`src/rtl/core/assert_macros.svh`:
```
// Assertion macros shared by the RTL. They compile away under SYNTHESIS.
`ifndef ASSERT_MACROS_SVH
`define ASSERT_MACROS_SVH

`ifndef SYNTHESIS

// Property checked at every rising edge, held off while reset is high.
`define ASSERT_PROP(lbl, clk, rst, prop) \
  lbl: assert property (@(posedge clk) disable iff (rst) prop) \
    else $error("%m: assertion failed");

// Condition that must never be true outside reset.
`define ASSERT_NEVER(lbl, clk, rst, cond) \
  lbl: assert property (@(posedge clk) disable iff (rst) !(cond)) \
    else $error("%m: forbidden condition seen");

`else

`define ASSERT_PROP(lbl, clk, rst, prop)
`define ASSERT_NEVER(lbl, clk, rst, cond)

`endif

`endif

```
`src/rtl/core/sne_pkg.sv`:
```
package sne_pkg;

  // Fixed field widths.
  localparam int ELEM_W = 6;
  localparam int MASK_W = 64;
  localparam int ORD_W  = 7;
  localparam int FUNC_W = 2;

  // Input item function codes.
  typedef enum logic [FUNC_W-1:0] {
    FN_PROD   = 2'd0,
    FN_INV    = 2'd1,
    FN_SUBSET = 2'd2,
    FN_RUN    = 2'd3
  } func_t;

  // Controller states.
  typedef enum logic [2:0] {
    S_IDLE,
    S_CAND,
    S_MEMB,
    S_PROD1,
    S_PROD2,
    S_DONE
  } state_t;

  // Commands from the controller to the datapath.
  typedef struct packed {
    logic load;        // apply a table or subset write
    logic run_start;   // latch order and subset, seed result with H
    logic cand_next;   // skip to the next candidate
    logic cand_pass;   // candidate joins the result, move on
    logic cand_begin;  // fetch inverse of candidate, rewind member
    logic memb_next;   // move to the next member
    logic prod1_rd;    // read candidate * member
    logic prod2_rd;    // read (candidate * member) * candidate^-1
    logic out_load;    // move the result into the output register
  } cmd_t;

  // Status from the datapath to the controller.
  typedef struct packed {
    logic cand_done;   // all candidates walked
    logic cand_in_res; // candidate already in the result
    logic memb_done;   // all members walked
    logic memb_in_h;   // member belongs to H
    logic t_ok;        // first product and inverse lie in the group
    logic c_ok;        // conjugate lies in H
    logic out_free;    // output register can take a new result
  } stat_t;

endpackage

```
`src/rtl/core/sne_ctrl.sv`:
```
module sne_ctrl (
  input  logic           clk,
  input  logic           rst,
  input  logic           in_valid,
  input  logic [1:0]     func,
  output logic           in_ready,
  input  sne_pkg::stat_t stat,
  output sne_pkg::cmd_t  cmd
);
  import sne_pkg::*;

  state_t state;
  state_t state_next;
  logic   accept;

  assign in_ready = (state == S_IDLE);
  assign accept   = in_valid && in_ready;

  // State register.
  always_ff @(posedge clk) begin
    if (rst) begin
      state <= S_IDLE;
    end else begin
      state <= state_next;
    end
  end

  // Next state.
  always_comb begin
    state_next = state;
    unique case (state)
      S_IDLE: begin
        if (accept && (func == FN_RUN)) state_next = S_CAND;
      end
      S_CAND: begin
        priority if (stat.cand_done) state_next = S_DONE;
        else if (stat.cand_in_res)    state_next = S_CAND;
        else                          state_next = S_MEMB;
      end
      S_MEMB: begin
        priority if (stat.memb_done) state_next = S_CAND;
        else if (stat.memb_in_h)     state_next = S_PROD1;
        else                         state_next = S_MEMB;
      end
      S_PROD1: begin
        state_next = stat.t_ok ? S_PROD2 : S_CAND;
      end
      S_PROD2: begin
        state_next = stat.c_ok ? S_MEMB : S_CAND;
      end
      S_DONE: begin
        if (stat.out_free) state_next = S_IDLE;
      end
      default: state_next = S_IDLE;
    endcase
  end

  // Commands to the datapath.
  always_comb begin
    cmd = '0;
    unique case (state)
      S_IDLE: begin
        cmd.load      = accept && (func != FN_RUN);
        cmd.run_start = accept && (func == FN_RUN);
      end
      S_CAND: begin
        priority if (stat.cand_done) cmd = '0;
        else if (stat.cand_in_res)    cmd.cand_next  = 1'b1;
        else                          cmd.cand_begin = 1'b1;
      end
      S_MEMB: begin
        priority if (stat.memb_done) cmd.cand_pass = 1'b1;
        else if (stat.memb_in_h)     cmd.prod1_rd  = 1'b1;
        else                         cmd.memb_next = 1'b1;
      end
      S_PROD1: begin
        if (stat.t_ok) cmd.prod2_rd  = 1'b1;
        else           cmd.cand_next = 1'b1;
      end
      S_PROD2: begin
        if (stat.c_ok) cmd.memb_next = 1'b1;
        else           cmd.cand_next = 1'b1;
      end
      S_DONE: begin
        cmd.out_load = stat.out_free;
      end
      default: cmd = '0;
    endcase
  end

`include "assert_macros.svh"
  `ASSERT_PROP(a_run_enters_walk, clk, rst, (accept && (func == FN_RUN)) |=> (state == S_CAND))
  `ASSERT_PROP(a_cand_cmd_onehot, clk, rst, $onehot0({cmd.cand_next, cmd.cand_pass, cmd.cand_begin}))
  `ASSERT_PROP(a_pass_after_members, clk, rst, cmd.cand_pass |-> stat.memb_done)

endmodule

```
`config.mk`:
```
export PLATFORM = sky130hd
export DESIGN_NAME = sne_ctrl
export DESIGN_NICKNAME = d
export VERILOG_FILES = /design/src/rtl/core/sne_pkg.sv /design/src/rtl/core/sne_ctrl.sv
export VERILOG_INCLUDE_DIRS = /design/src /design/src/rtl/core
export SDC_FILE = /design/constraint.sdc
export NUM_CORES = 1
export LEC_CHECK = 0
export ABC_CLOCK_PERIOD_IN_PS = 4000
export BUFFER_PORTS_ARGS = -buffer_cell sky130_fd_sc_hd__clkbuf_2
export CORE_AREA = 2 2 39 41
export CTS_CLUSTER_DIAMETER = 150
export CTS_CLUSTER_SIZE = 20
export DETAILED_ROUTE_END_ITERATION = 8
export DIE_AREA = 0 0 41 43
export GPL_TIMING_DRIVEN = 0
export HOLD_SLACK_MARGIN = 0.06
export PLACE_DENSITY = 0.6
export SYNTH_ARGS = -nofsm -noshare
export SYNTH_HDL_FRONTEND = slang
export SYNTH_SLANG_ARGS = --single-unit
export TNS_END_PERCENT = 100
```
`constraint.sdc`:
```
create_clock -name clk -period 4 [get_ports clk]
set_clock_uncertainty 0.2 [all_clocks]
set_input_delay 0.2 -clock clk [delete_from_list [all_inputs] [get_ports clk]]
set_output_delay 0.2 -clock clk [all_outputs]
set_load 0.05 [all_outputs]
```
---- Word level (Yosys, flattened, before mapping) ----
Cells that the tools add are included.
word-level totals
  bits of input ports ..................... 12
  flip-flop bits (word level) ............. 3
cells by class
  eq/ne operators ......................... 9
  mux-type cells .......................... 29
  reduce and logical (&&, ||, !) cells .... 5
operator list
  operator                                        number
  case mux 3 bit (6 select lines)                 1
  2-to-1 mux 1 bit                                17
  2-to-1 mux 3 bit                                4
  2-to-1 mux 2 bit                                5
  == test 3 x 2 -> 1 bit (second input constant)  2
  == test 3 bit (second input constant)           2
  != test 2 bit (second input constant)           2
  == test 3 x 1 -> 1 bit (second input constant)  1
  logical AND 1 bit                               3
  logical NOT 3 bit                               1
  case mux 1 bit (3 select lines)                 1
  == test 2 bit (second input constant)           1
  != test 2 x 1 -> 1 bit (second input constant)  1
  case mux 1 bit (2 select lines)                 1
  AND reduction 2 bit                             1

---- Depth between registers and ports, before layout ----
Gate-level depths: netlist (run 1).
  word-level depth ........................ 5
  mapped depth ............................ 5
  mapped depth without buffers ............ 4

---- Worst setup path before layout (run 1) ----
OpenSTA, ideal clock, no wires.
  kind .................................... register -> output
  start point ............................. register state[0]
  end point ............................... output port cmd[8] (netlist name)
  data arrival time ....................... 2,259 ps
  data required time ...................... 3,600 ps
  cell stages (with the launch flop) ...... 4
  setup slack ............................. 1,341 ps
  cells stage by stage .................... dfxtp_1 -> buf_4 -> nor3_1 -> and3_1
RTL lines
  what                      line            RTL
  start: declaration        sne_ctrl.sv:12  state_t state;
  start signal: assignment  sne_ctrl.sv:24  state <= state_next;
  end: declaration          sne_ctrl.sv:8   output sne_pkg::cmd_t cmd

==> impl_metrics.ini, run 1 <==
[outcome]
status = complete, no violations

[yosys]
syn-cell-area_um2 = 340
async_flop_share_pct = 0
avgSynthCellArea_um2 = 7.73
ys_ff_latch = 3
synthCells = 44
yosysMostFrequentCell = nor2_1
ys_warn_count = 0
syn_nets = 56
yosys-top-cells-area = dfxtp_1, o31ai_4, nor2_1
synth-edff-count = 0
synth_cell_types = 31
synth.yosys.seq_area_share_pct = 17.6
synth_ff_type = dfxtp_1
synth_top_area_share_pct = 17.6
synth_common_cells = nor2_1, dfxtp_1, nand2_1
synth_top_cell_by_area = dfxtp_1

[die]
die_x_um = 41
num_rows = 14
coreArea_um2 = 1380
start_util_pct = 24.6
dieArea_um2 = 1760
io_pins = 22
fp.dieH_um = 43

[cells_and_area]
largest_reg_flops = 3
regMostFlops = state
stdcell_count = 88
layout-drive-gt1-share_pct = 44.4
n_antenna_cell = 0
num-nets-final = 85
largestRegisters = state (3)
area_delta_synth_final_pct = 53.3

[routing]
ant_nets = 0
vias_per_cell = 4.77
via_count = 420
drc = 0
firstDrtPassIters = 4
drt_iter0_drc = 3
wl_um = 875
routedWlPerCell_um = 9.94

[clock_network]
post_cts_buffers = 0
path_clk_slew_ps = 40
root_buffer = clkbuf_4
htreeDepth = 1
insertion_delay_ps = 230
cts_inserted_buffers = 3
clk_path_buf_depth = 2
cts_num_sinks = 3
cts_tree = done

[critical_path]
worstPathArrival_ps = 1670
critPathMaxFanout = 10
crit_path_end_kind = primary output
setup.worst_path.class = reg2out
r2r-end = state[0]$_SDFFE_PP0P_
critPathLaunch = state[1]$_SDFFE_PP0P_
critPathSlowestCell = or4b_4
path_cells = buf_6 -> or4b_4 -> o31ai_4 -> a41o_1 -> clkbuf_2
cp-start-kind = register
worst_path_largest_cell_delay_ps = 520
r2r_cells = 6
cp_data_required_time_ps = 3600
r2r_start = state[1]$_SDFFE_PP0P_
rrSetupSlack_ps = 1980

[global_route]
grt-ovfl-total = 0
grt_max_degree = 11
grt_usage_pct = 11.9
grt_pass1_vias = 366
grt_pass1_wl_um = 1420
antenna_found_initial = 0

[timing]
rsz0062_at_grt = false
period_needed_ps = 2070
clock.fmax_mhz = 483
setup_viol_count_final = 0
finalMaxSlewViolations = 0
worstMarginPinSlew_ps = 292
fin_tns_setup_ps = 0
hold_viol = 0
post-route-period-util_pct = 51.8
maxSlewHeadroom_pct = 80.5

[min_path]
whs_endpoint = state[1]$_SDFFE_PP0P_
hp-start = stat[6]
worstHoldPathType = in2reg
min_path_cells = 4

[run]
max_cap_viol_count = 0

[power]
leakagePower_nw = 0.241
p_total_mw = 0.151
power_density_nw_per_um2 = 289
max-vdd-ir-drop_mv = 0.107

[place]
dp_cells = 81
gp_congestion = 0.814
portBuffers = 21
[metrics by stage]
step           worst slack [ps]  util, %  hold WS, ps  instance area [um2]
2_1_floorplan              1340        -         72.4                  340
3_3_place_gp               2170     33.6          224                  465
3_5_place_dp               2170     33.6          224                  465
4_1_cts                    1910     37.7          140                  522
5_1_grt                    1850     37.7          181                  522
6_report                   1930     37.7          149                  522
[where the power goes]
group          switching, mW  internal [mW]  leakage (nW)
sequential           0.00124         0.0323        0.0244
combinational         0.0426         0.0225         0.202
clock                 0.0149         0.0373        0.0150
[layout make-up]
class                      instances  area, um2
timing repair buffer              24        135
inverter                           3       11.3
tap                               16       20.0
multi-input combinational         35        245
fill                             149        862
clock buffer                       4       26.3
buffer                             3       23.8
sequential                         3       60.1
[cells by family after synthesis]
kind of cell | count (synthesis) | share of synthesized area, %
buffers and inverters | 6 | 10.3
and+or+nand+nor | 23 | 41.5
muxes | 1 | 2.94
AOI/OAI and AO/OA | 11 | 27.6
DFF | 3 | 17.6
[how the worst max path moves through the flow]
stage / endpoint / slack (ps) / depth (start not counted)
finish: cmd[6] / 1930 / 5
global route: cmd[6] / 1850 / 5
CTS: cmd[6] / 1910 / 5
detailed placement: cmd[6] / 2170 / 5
global placement: cmd[6] / 2170 / 5
floorplan: cmd[8] / 1340 / 3
[layout by cell type (no fill, tap or decap), drive strengths merged, types with 2 or more instances in the layout]
| cell type | n |
|---|---|
| dfxtp | 3 |
| dlygate4sd3 | 3 |
| inv | 3 |
| nor2 | 5 |
| and3 | 2 |
| nor3 | 2 |
| clkbuf | 25 |
| o21ai | 2 |
| buf | 3 |
| a21oi | 2 |
| o31ai | 2 |
| nor3b | 2 |
| nor4 | 2 |
| nand2 | 3 |
[layer usage]
layer	track usage [%]	wire length, um	vias to the layer above
li1	-	-	222
met1	14.7	371	182
met2	17.2	437	16
met3	3.14	67	0
met4	8.00	0	0
met5	0	0	-
[what timing repair did]
action / CTS / global route
gates resized for setup: 0 / 0
hold buffers: 3 / 0
endpoints found under the setup margin: 0 / 0
hold endpoints to repair: 3 / 0
[critical path: cells and delay by family, from the launching register on]
kind                   cells  cell delay, ps
AND/OR/NAND/NOR            1             520
buffers and inverters      2             400
flip-flops                 1             310
AO/OA/AOI/OAI              2             210
No activity file was read; power rests on OpenSTA's default activity.
==> run 2, diff against run 1 <==
ABC_AREA = 1   (was default)
ABC_CLOCK_PERIOD_IN_PS = 1700   (was 4000)
PLACE_DENSITY = 0.59   (was 0.6)
clock period = 1.7 ns   (was 4 ns; I/O delays follow)
==> impl_metrics.ini, run 2 <==
[min_path]
worstHoldPathType = in2reg

[yosys]
synthAdderAreaFrac_pct = 0
ys_ff_latch = 3
synth_cell_types = 14
synth_xor_area_share_pct = 0
synth-compound-area-share_pct = 12.3
async_flop_share_pct = 0
yosys-top-cells-area = dfxtp_1, inv_1, nand2_1
syn_nets = 69
synth-edff-count = 0
synthCells = 57
synth_top_area_share_pct = 19.7
synth_ff_type = dfxtp_1
synth_top_family_by_area = simple AND/OR/NAND/NOR gates
syn-cell-area_um2 = 305
synthSimpleGateAreaFrac_pct = 50.8
ys_warn_count = 0
muxShareOfSynthArea_pct = 0
avgSynthCellArea_um2 = 5.36
synth_common_cells = inv_1, nand2_1, nor2_1
synth_top_cell_by_area = dfxtp_1
synth.yosys.seq_area_share_pct = 19.7

[global_route]
grt_pass1_wl_um = 1460
grt-ovfl-total = 0
antenna_found_initial = 0
grt_max_degree = 7
grt_usage_pct = 12.1
grt_pass1_vias = 408

[routing]
vias_per_cell = 4.24
drc = 0
ant_nets = 0
wl_um = 846
drt_iter0_drc = 5
via_count = 441
firstDrtPassIters = 3
routedWlPerCell_um = 8.13

[timing]
maxSlewHeadroom_pct = 81.6
finalMaxSlewViolations = 0
rsz0062_at_grt = false
hold_viol = 0
timing.final.ws_setup_ps = 103
post-route-period-util_pct = 93.9
period_needed_ps = 1600
worstMarginPinSlew_ps = 277
clock.fmax_mhz = 626
fin_hold_ws_ps = 71.8
setup_viol_count_final = 0

[power]
max-vdd-ir-drop_mv = 0.324
power_density_nw_per_um2 = 655
leakagePower_nw = 0.310

[cells_and_area]
largest_reg_flops = 3
n_antenna_cell = 0
final_common_cell = clkbuf_2
area_delta_synth_final_pct = 75.0
num-nets-final = 101
largestRegisters = state (3)
final_cell_mix = clkbuf_2, nand2_1, inv_1
regMostFlops = state
final_cell_area_um2 = 534
stdcell_count = 104
layout-drive-gt1-share_pct = 37.5
num-fill-cells = 169

[clock_network]
root_buffer = clkbuf_4
post_cts_buffers = 0
insertion_delay_ps = 240
clk_path_buf_depth = 2
cts_inserted_buffers = 3
htreeDepth = 1
path_clk_slew_ps = 40
cts_num_sinks = 3
cts_tree = done

[die]
io_pins = 22
die_x_um = 41
start_util_pct = 22.1
fp.dieH_um = 43
coreArea_um2 = 1380
dieArea_um2 = 1760
num_rows = 14

[critical_path]
crit_top_cell = inv_1
worst_path_largest_cell_delay_ps = 340
critPathMaxFanout = 5
path_cells = inv_1 -> nand3_1 -> inv_1 -> nand3b_1 -> nand2_1 -> clkbuf_2
cp-start-kind = register
worstPathArrival_ps = 1310
cp_data_required_time_ps = 1410
crit_path_end_kind = primary output
rrSetupSlack_ps = 400
critPathSlowestCell = dfxtp_1
setup.worst_path.class = reg2out

[place]
post_dp_cell_area_um2 = 435
dp_cells = 94
dp_hpwl_um = 654
gp_congestion = 0.784
place_ws_ps = 274
portBuffers = 21

[outcome]
status = complete, no violations

[run]
max_cap_viol_count = 0
## run 2: changes by cell type in the layout (fill, tap and decap cells not counted), moves of 2 or more
cell,change
inv_1,+10
nand2_1,+10
clkbuf_2,-6
nor2_2,+5
nor2_1,+4
buf_4,+3
dlygate4sd3_1,+3
and3_1,-2
nand3_1,+2
nor3b_1,-2
nor4_1,-2
## run 2: path summary, 6_finish.rpt
check                                      startpoint               endpoint  cells past startpoint
worst min-delay path                         in_valid  state[0]$_SDFFE_PP0P_                      5
worst max register to register  state[1]$_SDFFE_PP0P_  state[2]$_SDFFE_PP0P_                      6
worst max-delay path            state[1]$_SDFFE_PP0P_                 cmd[6]                      6
worst min register to register  state[2]$_SDFFE_PP0P_  state[1]$_SDFFE_PP0P_                      2
## run 2: final cells by class
cell class	count	area (um2)	area share, %
repair buffers	27	178	33.3
multi-input cells	40	198	37.0
clock buffers	4	26.3	4.92
inverters	14	52.6	9.84
well taps	16	20.0	3.75
flip-flops and latches	3	60.1	11.2
## run 2: kinds of logic after synthesis
kind of cell / after synthesis
AOI/OAI and AO/OA: 6
buffers and inverters: 14
DFF: 3
and+or+nand+nor: 34
## run 2: metal layers
layer  global-route usage [%]  part of all wire [%]  wire length (um)  vias to the layer above
li1                         -                     -                 -                      234
met1                     12.8                    41               348                      188
met2                     19.7                    51               429                       17
met3                     3.14                   6.4                54                        2
met4                     8.00                   1.7                14                        0
met5                        0                     0                 0                        -
## run 2: per-stage QoR
stage,TNS (ps),power (mW),utilization (%)
after floorplan,-151,0.175,-
after global placement,0,0.208,31.5
after detailed placement,0,0.209,31.5
after CTS,0,0.351,37.7
after global routing,0,0.373,38.6
final,0,0.350,38.6
## run 2: report_power, final
group | internal [mW] | switching [mW] | leakage, nW
sequential | 0.0755 | 0.00766 | 0.0244
combinational | 0.0494 | 0.0903 | 0.270
clock | 0.0881 | 0.0391 | 0.0150
## run 2: worst max-delay path: cells and delay by family (launching register included)
kind	cells	cell delay [ps]
simple gates	3	240
buf+inv	3	490
flops	1	340
## run 2: timing repair
item                                   CTS  global route
hold buffers                             6             0
endpoints found under the hold margin    3             0
setup endpoints to repair                0             6
resized for setup                        0            16
